File: config.mk
export PLATFORM = sky130hd
export DESIGN_NAME = compass_heading_tracker
export DESIGN_NICKNAME = d
export VERILOG_FILES = /design/src/rtl/core/chd_pkg.sv /design/src/rtl/core/chd_ctrl.sv /design/src/rtl/core/chd_dpath.sv /design/src/rtl/core/compass_heading_tracker.sv
export SDC_FILE = /design/constraint.sdc
export NUM_CORES = 2
export LEC_CHECK = 0
export ABC_AREA = 1
export ABC_CLOCK_PERIOD_IN_PS = 6800
export BUFFER_PORTS_ARGS = -buffer_cell sky130_fd_sc_hd__buf_2
export CORE_MARGIN = 2
export CORE_UTILIZATION = 40
export DETAILED_ROUTE_END_ITERATION = 8
export SETUP_SLACK_MARGIN = 0.02
export SLEW_MARGIN = 25
export SYNTH_ARGS = -nofsm -noshare
export SYNTH_HDL_FRONTEND = slang
export SYNTH_HIERARCHICAL = 1
export SYNTH_SLANG_ARGS = --single-unit
export TNS_END_PERCENT = 50
File: constraint.sdc
create_clock -name clk -period 6.8 [get_ports clk]
set_clock_uncertainty 0.1 [all_clocks]
set_input_delay 1.36 -clock clk [delete_from_list [all_inputs] [get_ports clk]]
set_output_delay 1.36 -clock clk [all_outputs]
set_load 0.02 [all_outputs]
File: src/rtl/core/chd_pkg.sv
// Shared types and constants for the compass heading tracker.
// Holds the command and status structs between controller and datapath,
// and the arctangent table. No dependencies.
package chd_pkg;

  // Default parameter values
  localparam int CHD_FRAC_BITS_DEF    = 8;
  localparam int CHD_CORDIC_STEPS_DEF = 16;

  // Field widths
  localparam int CHD_SAMPLE_W = 16;
  localparam int CHD_GAIN_W   = 9;
  localparam int CHD_DEG_W    = 9;

  // Reset value of the smoothing gain (about 0.2 in 256ths)
  localparam logic [CHD_GAIN_W-1:0] CHD_GAIN_RST  = 9'd51;
  localparam logic [CHD_GAIN_W-1:0] CHD_GAIN_FULL = 9'd256;

  // Angle accumulator: degrees with 16 fraction bits, signed
  localparam int CHD_DEG_FRAC = 16;
  localparam int CHD_ZW       = 27;
  localparam logic signed [CHD_ZW-1:0] CHD_Z_HALF = 27'sd11796480;  // 180 deg
  localparam logic signed [CHD_ZW-1:0] CHD_Z_FULL = 27'sd23592960;  // 360 deg

  // Whole degree constants
  localparam logic [CHD_DEG_W-1:0] CHD_DEG_0   = 9'd0;
  localparam logic [CHD_DEG_W-1:0] CHD_DEG_90  = 9'd90;
  localparam logic [CHD_DEG_W-1:0] CHD_DEG_180 = 9'd180;
  localparam logic [CHD_DEG_W-1:0] CHD_DEG_270 = 9'd270;
  localparam logic [CHD_DEG_W-1:0] CHD_DEG_359 = 9'd359;

  // atan(2^-i) in degrees, 16 fraction bits, rounded to nearest
  localparam int CHD_TAB_DEPTH = 24;
  localparam int CHD_IDX_W     = 5;
  localparam int CHD_ATAN_VAL [CHD_TAB_DEPTH] = '{
    2949120, 1740967, 919879, 466945, 234379, 117304, 58666, 29335,
    14668, 7334, 3667, 1833, 917, 458, 229, 115,
    57, 29, 14, 7, 4, 2, 1, 0
  };

  // Controller to datapath commands
  typedef struct packed {
    logic load;         // capture the input request
    logic filt_mul;     // register the filter products
    logic filt_upd;     // update the filter state
    logic cordic_init;  // set up the rotation and special cases
    logic cordic_step;  // one rotation step
    logic wrap;         // wrap the angle, store current or target heading
    logic out_load;     // load the result register
  } chd_cmd_t;

  // Datapath to controller status
  typedef struct packed {
    logic step_last;    // the step being done is the final rotation
  } chd_stat_t;

endpackage

File: src/rtl/core/chd_ctrl.sv
// Controller for the compass heading tracker: sequences one request through
// filtering, CORDIC rotation and result load. Uses chd_pkg.
module chd_ctrl (
  input  logic                clk,
  input  logic                rst_n,
  input  logic                in_valid,
  output logic                in_stall,
  output logic                out_valid,
  input  logic                out_stall,
  input  chd_pkg::chd_stat_t  stat,
  output chd_pkg::chd_cmd_t   cmd
);
  import chd_pkg::*;

  typedef enum logic [6:0] {
    S_IDLE = 7'b0000001,
    S_MUL  = 7'b0000010,
    S_UPD  = 7'b0000100,
    S_INIT = 7'b0001000,
    S_STEP = 7'b0010000,
    S_WRAP = 7'b0100000,
    S_DONE = 7'b1000000
  } state_t;

  state_t state_r, state_nxt;
  logic   out_valid_r, out_valid_nxt;
  logic   slot_free;

  // Result register can take a new value this cycle
  assign slot_free = !out_valid_r || !out_stall;

  // Next state
  always_comb begin
    state_nxt = state_r;
    case (state_r)
      S_IDLE: if (in_valid) state_nxt = S_MUL;
      S_MUL:  state_nxt = S_UPD;
      S_UPD:  state_nxt = S_INIT;
      S_INIT: state_nxt = S_STEP;
      S_STEP: if (stat.step_last) state_nxt = S_WRAP;
      S_WRAP: state_nxt = S_DONE;
      S_DONE: if (slot_free) state_nxt = S_IDLE;
      default: state_nxt = S_IDLE;
    endcase
  end

  // Commands
  always_comb begin
    cmd             = '0;
    cmd.load        = (state_r == S_IDLE) && in_valid;
    cmd.filt_mul    = (state_r == S_MUL);
    cmd.filt_upd    = (state_r == S_UPD);
    cmd.cordic_init = (state_r == S_INIT);
    cmd.cordic_step = (state_r == S_STEP);
    cmd.wrap        = (state_r == S_WRAP);
    cmd.out_load    = (state_r == S_DONE) && slot_free;
  end

  // Result valid flag
  always_comb begin
    out_valid_nxt = out_valid_r;
    if (cmd.out_load)
      out_valid_nxt = 1'b1;
    else if (out_valid_r && !out_stall)
      out_valid_nxt = 1'b0;
  end

  always_ff @(posedge clk) begin
    if (!rst_n) begin
      state_r     <= S_IDLE;
      out_valid_r <= 1'b0;
    end else begin
      state_r     <= state_nxt;
      out_valid_r <= out_valid_nxt;
    end
  end

  assign in_stall  = (state_r != S_IDLE);
  assign out_valid = out_valid_r;

endmodule

File: src/rtl/core/chd_dpath.sv
// Datapath for the compass heading tracker: low-pass filters, shared CORDIC
// shift-add unit, heading registers and result register. Uses chd_pkg.
module chd_dpath #(
  parameter int FRAC_BITS    = chd_pkg::CHD_FRAC_BITS_DEF,
  parameter int CORDIC_STEPS = chd_pkg::CHD_CORDIC_STEPS_DEF
) (
  input  logic                                   clk,
  input  logic                                   rst_n,
  input  logic                                   cfg_we,
  input  logic [chd_pkg::CHD_GAIN_W-1:0]         cfg_wdata,
  input  logic                                   in_cmd,
  input  logic signed [chd_pkg::CHD_SAMPLE_W-1:0] in_mag_x,
  input  logic signed [chd_pkg::CHD_SAMPLE_W-1:0] in_mag_y,
  output logic [chd_pkg::CHD_DEG_W-1:0]          out_heading_deg,
  output logic signed [chd_pkg::CHD_DEG_W-1:0]   out_heading_error,
  input  chd_pkg::chd_cmd_t                      cmd,
  output chd_pkg::chd_stat_t                     stat
);
  import chd_pkg::*;

  localparam int FW = CHD_SAMPLE_W + FRAC_BITS;  // filter state width
  localparam int CW = FW + 3;                    // CORDIC width, gain headroom
  localparam int PW = FW + 11;                   // filter product width

  // Registers
  logic [CHD_GAIN_W-1:0]         gain_r;
  logic                          cmd_r;
  logic signed [CHD_SAMPLE_W-1:0] samp_x_r, samp_y_r;
  logic signed [FW-1:0]          filt_x_r, filt_y_r;
  logic signed [PW-1:0]          prod_x_r, prod_y_r;
  logic signed [CW-1:0]          cx_r, cy_r;
  logic signed [CHD_ZW-1:0]      z_r;
  logic [CHD_IDX_W-1:0]          cnt_r;
  logic                          spec_r;
  logic [CHD_DEG_W-1:0]          spec_deg_r;
  logic [CHD_DEG_W-1:0]          cur_r, tgt_r, head_r;
  logic [CHD_DEG_W-1:0]          res_deg_r;
  logic signed [CHD_DEG_W-1:0]   res_err_r;

  // Combinational values
  logic [CHD_GAIN_W-1:0]         gain_eff;
  logic signed [FW:0]            diff_x, diff_y;
  logic signed [PW-1:0]          prod_x, prod_y;
  logic signed [PW-1:0]          sh_x, sh_y;
  logic signed [CW-1:0]          fx_ext, fy_ext;
  logic signed [CW-1:0]          dx, dy;
  logic                          y_pos;
  logic signed [CHD_ZW-1:0]      atan_i;
  logic signed [CHD_ZW-1:0]      z_wrap;
  logic [CHD_ZW-CHD_DEG_FRAC-1:0] deg_full;
  logic [CHD_DEG_W-1:0]          head_nxt;
  logic                          spec_nxt;
  logic [CHD_DEG_W-1:0]          spec_deg_nxt;
  logic signed [CHD_DEG_W:0]     err_raw;
  logic signed [CHD_DEG_W:0]     err_adj;
  logic signed [CHD_DEG_W-1:0]   err_nxt;

  // Gain above 256 acts as 256
  assign gain_eff = gain_r[CHD_GAIN_W-1] ? CHD_GAIN_FULL : gain_r;

  // Filter: product of gain and (scaled sample - state)
  assign diff_x = $signed({samp_x_r[CHD_SAMPLE_W-1], samp_x_r, {FRAC_BITS{1'b0}}})
                - $signed({filt_x_r[FW-1], filt_x_r});
  assign diff_y = $signed({samp_y_r[CHD_SAMPLE_W-1], samp_y_r, {FRAC_BITS{1'b0}}})
                - $signed({filt_y_r[FW-1], filt_y_r});
  assign prod_x = $signed({1'b0, gain_eff}) * diff_x;
  assign prod_y = $signed({1'b0, gain_eff}) * diff_y;
  assign sh_x   = prod_x_r >>> 8;
  assign sh_y   = prod_y_r >>> 8;

  // CORDIC operands
  assign fx_ext = CW'(filt_x_r);
  assign fy_ext = CW'(filt_y_r);
  assign dx     = cy_r >>> cnt_r;
  assign dy     = cx_r >>> cnt_r;
  assign y_pos  = !cy_r[CW-1] && (cy_r != '0);
  assign atan_i = CHD_ZW'(CHD_ATAN_VAL[cnt_r]);

  // Special cases: zero vector and vectors on an axis
  always_comb begin
    spec_nxt     = 1'b1;
    spec_deg_nxt = CHD_DEG_0;
    if (filt_x_r == '0 && filt_y_r == '0)
      spec_deg_nxt = CHD_DEG_0;
    else if (filt_y_r == '0)
      spec_deg_nxt = filt_x_r[FW-1] ? CHD_DEG_180 : CHD_DEG_0;
    else if (filt_x_r == '0)
      spec_deg_nxt = filt_y_r[FW-1] ? CHD_DEG_270 : CHD_DEG_90;
    else
      spec_nxt = 1'b0;
  end

  // Wrap the angle into one turn, take whole degrees
  always_comb begin
    z_wrap = z_r;
    if (z_r[CHD_ZW-1])
      z_wrap = z_r + CHD_Z_FULL;
    else if (z_r >= CHD_Z_FULL)
      z_wrap = z_r - CHD_Z_FULL;
    deg_full = z_wrap[CHD_ZW-1:CHD_DEG_FRAC];
    if (spec_r)
      head_nxt = spec_deg_r;
    else if (deg_full > (CHD_ZW-CHD_DEG_FRAC)'(CHD_DEG_359))
      head_nxt = CHD_DEG_359;
    else
      head_nxt = deg_full[CHD_DEG_W-1:0];
  end

  // Target minus current, wrapped, with the half-turn flip
  always_comb begin
    err_raw = $signed({1'b0, tgt_r}) - $signed({1'b0, cur_r});
    err_adj = err_raw;
    if (err_raw > 10'sd180)
      err_adj = err_raw - 10'sd360;
    else if (err_raw < -10'sd180)
      err_adj = err_raw + 10'sd360;
    if (err_adj == 10'sd180)
      err_adj = -10'sd180;
    else if (err_adj == -10'sd180)
      err_adj = 10'sd180;
    err_nxt = err_adj[CHD_DEG_W-1:0];
  end

  // Control-visible state with reset
  always_ff @(posedge clk) begin
    if (!rst_n) begin
      gain_r   <= CHD_GAIN_RST;
      filt_x_r <= '0;
      filt_y_r <= '0;
      cur_r    <= '0;
      tgt_r    <= '0;
    end else begin
      if (cfg_we)
        gain_r <= cfg_wdata;
      if (cmd.filt_upd) begin
        filt_x_r <= filt_x_r + sh_x[FW-1:0];
        filt_y_r <= filt_y_r + sh_y[FW-1:0];
      end
      if (cmd.wrap) begin
        if (cmd_r)
          tgt_r <= head_nxt;
        else
          cur_r <= head_nxt;
      end
    end
  end

  // Payload and working registers
  always_ff @(posedge clk) begin
    if (cmd.load) begin
      cmd_r    <= in_cmd;
      samp_x_r <= in_mag_x;
      samp_y_r <= in_mag_y;
    end
    if (cmd.filt_mul) begin
      prod_x_r <= prod_x;
      prod_y_r <= prod_y;
    end
    if (cmd.cordic_init) begin
      cnt_r      <= '0;
      spec_r     <= spec_nxt;
      spec_deg_r <= spec_deg_nxt;
      if (filt_x_r[FW-1]) begin
        cx_r <= -fx_ext;
        cy_r <= -fy_ext;
        z_r  <= CHD_Z_HALF;
      end else begin
        cx_r <= fx_ext;
        cy_r <= fy_ext;
        z_r  <= '0;
      end
    end
    if (cmd.cordic_step) begin
      cnt_r <= cnt_r + 1'b1;
      if (y_pos) begin
        cx_r <= cx_r + dx;
        cy_r <= cy_r - dy;
        z_r  <= z_r + atan_i;
      end else begin
        cx_r <= cx_r - dx;
        cy_r <= cy_r + dy;
        z_r  <= z_r - atan_i;
      end
    end
    if (cmd.wrap)
      head_r <= head_nxt;
    if (cmd.out_load) begin
      res_deg_r <= head_r;
      res_err_r <= err_nxt;
    end
  end

  assign stat.step_last   = (cnt_r == CHD_IDX_W'(CORDIC_STEPS - 1));
  assign out_heading_deg   = res_deg_r;
  assign out_heading_error = res_err_r;

endmodule

File: src/rtl/core/compass_heading_tracker.sv
// Top level of the compass heading tracker: joins the controller and the
// datapath. Uses chd_pkg, chd_ctrl and chd_dpath.
//
//   port group  direction  contents
//   in_         request    cmd, mag_x, mag_y     (valid / stall)
//   out_        result     heading_deg, heading_error (valid / stall)
//   cfg_        write      smoothing gain, 9 bits (write enable, no read-back)
//
// From acceptance to the result register a request passes the filter multiply,
// filter update, CORDIC set-up, the CORDIC loop and the wrap; the loop runs one
// rotation per cycle through a single shift-add unit.
// Reset clears the filters and both headings and loads a gain of 51.
// A held result stalls only the final load; the next request is taken while
// an earlier result waits on out_stall.
module compass_heading_tracker #(
  parameter int FRAC_BITS    = chd_pkg::CHD_FRAC_BITS_DEF,
  parameter int CORDIC_STEPS = chd_pkg::CHD_CORDIC_STEPS_DEF
) (
  input  logic                                    clk,
  input  logic                                    rst_n,
  input  logic                                    cfg_we,
  input  logic [chd_pkg::CHD_GAIN_W-1:0]          cfg_wdata,
  input  logic                                    in_valid,
  output logic                                    in_stall,
  input  logic                                    in_cmd,
  input  logic signed [chd_pkg::CHD_SAMPLE_W-1:0] in_mag_x,
  input  logic signed [chd_pkg::CHD_SAMPLE_W-1:0] in_mag_y,
  output logic                                    out_valid,
  input  logic                                    out_stall,
  output logic [chd_pkg::CHD_DEG_W-1:0]           out_heading_deg,
  output logic signed [chd_pkg::CHD_DEG_W-1:0]    out_heading_error
);
  import chd_pkg::*;

  chd_cmd_t  cmd;
  chd_stat_t stat;

  chd_ctrl u_ctrl (
    .clk       (clk),
    .rst_n     (rst_n),
    .in_valid  (in_valid),
    .in_stall  (in_stall),
    .out_valid (out_valid),
    .out_stall (out_stall),
    .stat      (stat),
    .cmd       (cmd)
  );

  chd_dpath #(
    .FRAC_BITS    (FRAC_BITS),
    .CORDIC_STEPS (CORDIC_STEPS)
  ) u_dpath (
    .clk               (clk),
    .rst_n             (rst_n),
    .cfg_we            (cfg_we),
    .cfg_wdata         (cfg_wdata),
    .in_cmd            (in_cmd),
    .in_mag_x          (in_mag_x),
    .in_mag_y          (in_mag_y),
    .out_heading_deg   (out_heading_deg),
    .out_heading_error (out_heading_error),
    .cmd               (cmd),
    .stat              (stat)
  );

  // Busy straight after taking a request
  a_busy_after_accept: assert property (@(posedge clk) disable iff (!rst_n)
    (in_valid && !in_stall) |=> in_stall)
    else $error("request accepted while not idle next cycle");

  // Result heading within one turn
  a_heading_range: assert property (@(posedge clk) disable iff (!rst_n)
    out_valid |-> (out_heading_deg <= CHD_DEG_359))
    else $error("heading out of range");

  // Heading error within a half turn either way
  a_error_range: assert property (@(posedge clk) disable iff (!rst_n)
    out_valid |-> ((out_heading_error <= 9'sd180) && (out_heading_error >= -9'sd180)))
    else $error("heading error out of range");

  // A new result is loaded only while idle of requests, never mid-accept
  a_load_not_accept: assert property (@(posedge clk) disable iff (!rst_n)
    ($rose(out_valid)) |-> $past(in_stall))
    else $error("result loaded while a request could be taken");

endmodule

==> flow_summary.rst <==
.. list-table::
   :header-rows: 1

   * - Metric
     - Value
   * - Max Transition Viols Final
     - 0
   * - TritonCTS clock tree
     - done
   * - Total of endpoints with negative setup slack in the final report
     - 0
   * - Count of flip-flops with a built-in enable after synthesis
     - 201
   * - Final RePlAce weighted congestion
     - 0.942
   * - Maximum buffer depth of the clock tree
     - 3
   * - Routed via count divided by cell count
     - 5.19
   * - Register bit count reported by yosys
     - 284
   * - Post-placement setup slack
     - -53.6 ps
   * - Row cnt
     - 116
   * - Final hold violations
     - 0
   * - Largest fanout on the critical path
     - 5
   * - Cell internal power dissipation
     - 9.69 mW
   * - Fin cells
     - between 7000 and 8000
   * - CTS H-Tree Depth
     - 2
   * - Synth Flop Type
     - edfxtp_1
   * - Area grow syn2layout
     - 14.5%
   * - Setup repair after global routing missed its margin
     - yes
   * - Clock tree sinks
     - 284
   * - Worst min path class
     - register to register
   * - CTS clk-pin slew, worst paths
     - 60 ps
   * - Port bufs
     - 66
   * - Most frequent cells in the layout
     - nand2_1 (1112), inv_1 (884), nor2_1 (512), nand3_1 (413), fa_1 (345)
   * - Global Route Usage Sum
     - 23.3%
   * - Cell depth of the worst flop-to-flop path
     - 32
   * - Async SR Flop Fraction
     - 0%
   * - Minimum setup slack in the final design
     - ~210 ps
   * - Effective utilization at floorplan
     - between 40 and 50%
   * - Ratio of final minimum period to clock period
     - a little over nine tenths
   * - Drt wl/cell
     - 17.1 microns
   * - Nets
     - 6474
   * - Cells on Worst Hold Path
     - 0
   * - Post-DP HPWL
     - about 97000 microns
   * - Width of the chip
     - 320 microns
   * - Maximum single-stage delay on the critical path
     - 560 ps
   * - Core utilization of the finished layout
     - 46.0%
   * - Instance count after placement with tap cells included
     - ~7000
   * - Total iterations of the first detailed-routing run
     - 6
   * - Synth warn
     - 6
   * - NetSw
     - 8.66 mW
   * - Tmin final
     - ~6600 ps
   * - Worst-Skew Late Latency
     - ~600 ps
   * - Largest net degree at the start of global routing
     - 78
   * - Wire length of the first global-routing pass
     - 193000 microns
   * - Worst setup path class
     - register to register
   * - Share of total power in combinational logic
     - roughly 75%
   * - Data arrival time of the critical path
     - 6840 ps
   * - Proportion of power drawn by flip-flops and latches
     - 13.7%
   * - Routed vias
     - 36800
   * - Core outline area
     - 99700 sq um
   * - Switching power as a share of total power
     - 47.2%
   * - Full die area
     - 103000 sq um
   * - Fraction of final layout cells sized beyond drive strength 1
     - 13.7%
   * - Drc violations
     - 0
   * - Overall die height
     - 320 microns
   * - Critical Path Slowest Stage Cell
     - fa_1
   * - Actual transition at the worst max-transition pin
     - 1050 ps
   * - Post-route antenna net violation count
     - 0
   * - Initial antenna violation count
     - 0
   * - RR Startpoint
     - u_dpath/filt_y_r[1]
   * - Most common cell after layout, fill and taps aside
     - nand2_1
   * - Synthesized area divided by synthesized cell count
     - 7.23 sq um
   * - Number of maximum-capacitance violations
     - 0
   * - Vias in the first global route
     - 36000
   * - Run status
     - complete, no violations
   * - Number of buffers created by CTS
     - 40
   * - Overall routed net length
     - 121000 microns
   * - Worst IR Drop VDD
     - 0.490 mV
   * - Proportion of power drawn by the clock network
     - between 10% and 20%
   * - Slew margin rel.
     - slightly above 30%
   * - Root Driver
     - clkbuf_16
   * - Kind of launch point of the worst setup path
     - register
   * - Synth Cell Area
     - between 40000 and 50000 sq um
   * - Start point of the critical path
     - u_dpath/filt_y_r[1]
   * - Synth Net Count
     - 6252
   * - CTS Hold Bufs
     - 0
   * - Maximum operating frequency
     - about 150 MHz
   * - Nature of the critical path endpoint
     - register
   * - Post-Synthesis Cells
     - 5541
   * - Number of distinct library cell variants in the gate-level netlist after synthesis
     - 67
   * - Worst r2r dst
     - u_dpath/prod_y_r[21]
   * - Seq/Total Area, Yosys
     - 19.2%
   * - I/O pin count
     - 67
   * - Leakage dissipation
     - 22.6 nW
   * - Power density over cell area
     - 400 nW/um^2
   * - Hold Path Sink
     - u_dpath/out_heading_deg[2]
   * - Reg-to-reg setup timing slack
     - 210 ps
   * - Required time of the critical path
     - 7050 ps
   * - Violation count after the first detailed-routing iteration
     - ~2700
   * - GRT overflow
     - 0
   * - Final Power
     - between 15 and 20 mW
   * - Worst hold path startpoint
     - u_dpath/head_r[2]
state kept, by name, summed over array words and instances (netlist names), 5 cells and up:
name                       cells
u_dpath/cy_r                  27
u_dpath/out_heading_error      9
u_dpath/spec_deg_r             6
u_dpath/gain_r                 9
u_dpath/samp_x_r              16
u_dpath/tgt_r                  9
u_dpath/head_r                 9
u_ctrl/state_r                 7
u_dpath/prod_x_r              24
u_dpath/prod_y_r              24
u_dpath/cnt_r                  5
u_dpath/out_heading_deg        9
u_dpath/cur_r                  9
u_dpath/z_r                   27
u_dpath/samp_y_r              16
u_dpath/filt_y_r              24
u_dpath/cx_r                  27
u_dpath/filt_x_r              24
worst max path at each step:
stage                     slack, ps  cells after the start                    to
final                           210                     32  u_dpath/prod_y_r[21]
after global routing            -80                     30  u_dpath/prod_x_r[31]
after CTS                        20                     27  u_dpath/prod_x_r[27]
after detailed placement        -50                     34  u_dpath/prod_y_r[31]
after global placement           20                     34  u_dpath/prod_y_r[31]
after floorplan                 330                     29  u_dpath/prod_x_r[31]
critical path, delay by kind of cell (launching register included):
kind / cells / cell delay [ps]
adder cells (fa/ha/maj): 7 / 3010
flip-flops: 1 / 370
AO/OA/AOI/OAI: 3 / 710
XOR/XNOR: 2 / 320
AND/OR/NAND/NOR: 10 / 1020
buffers and inverters: 10 / 820
cell families after synthesis:
logic type                 Yosys count  synth area share (%)
and+or+nand+nor                   2364                  25.2
buffers and inverters             1093                  10.7
AOI/OAI and AO/OA                  923                  12.9
adders and majority gates          664                  27.3
DFF                                284                  19.2
xor gates and xnor gates           213                  4.66
power by group through the flow:
stage	logic [mW]	clock network (mW)	registers, mW
final	13.7	2.17	2.52
after global routing	15.3	2.29	2.52
after floorplan	7.64	0	2.51
after global placement	11.3	0	2.55
after detailed placement	11.5	0	2.55
after CTS	11.5	2.24	2.51
per-stage QoR:
stage,cell area [sq um],setup TNS [ps],hold slack (ps)
after floorplan,40100,0,300
after global placement,43100,0,305
after detailed placement,43100,-165,310
after CTS,44400,0,324
after global routing,45900,-403,326
final,45900,0,320
repair_timing:
item / in CTS / in global routing
pin swaps: 0 / 106
setup buffers: 0 / 34
setup endpoints to repair: 8 / 33
resized for setup: 6 / 277
cloned: 0 / 0
metal layers:
layer | vias up | GRT usage [%] | wire [microns]
li1 | 18400 | - | -
met1 | 17400 | 33.1 | 57300
met2 | 878 | 37.9 | 55000
met3 | 144 | 2.12 | 5710
met4 | 0 | 6.34 | 3010
met5 | - | 0 | 0
synthesized netlist by cell type (11+ instances only):
cell type / count / area, sq um
buf_4: 11 / 82.6
o21bai_1: 19 / 143
clkbuf_1: 85 / 319
nand2_1: 1154 / 4330
nand2_2: 24 / 150
o21a_1: 20 / 150
o31ai_1: 15 / 113
o221ai_1: 11 / 96.3
buf_1: 17 / 63.8
nor2_1: 540 / 2030
xor2_1: 141 / 1230
inv_1: 906 / 3400
dfxtp_1: 83 / 1660
o21ai_0: 309 / 1550
a31oi_1: 25 / 156
or2_2: 42 / 263
o21ai_1: 42 / 210
buf_6: 15 / 169
buf_2: 24 / 120
inv_2: 25 / 93.8
edfxtp_1: 201 / 6040
nor3_1: 64 / 320
a21oi_1: 379 / 1900
nor4_1: 14 / 87.6
nand3_1: 416 / 2080
a21o_1: 35 / 263
nor2_2: 22 / 138
o211ai_1: 20 / 150
ha_1: 314 / 3930
nand4_1: 43 / 269
xnor2_1: 72 / 631
fa_1: 350 / 7010
final cells by class:
| type | count | area (sq um) |
|---|---|---|
| antenna | 1 | 2.50 |
| multi-input combinational | 4164 | 29300 |
| timing repair buffer | 333 | 2390 |
| fill | 10000 | 53800 |
| tap | 1298 | 1620 |
| sequential | 284 | 7710 |
| clock buffer | 50 | 1080 |
| inverter | 940 | 3550 |
| clock inverter | 23 | 263 |
No activity file was read; power rests on OpenSTA's default activity.
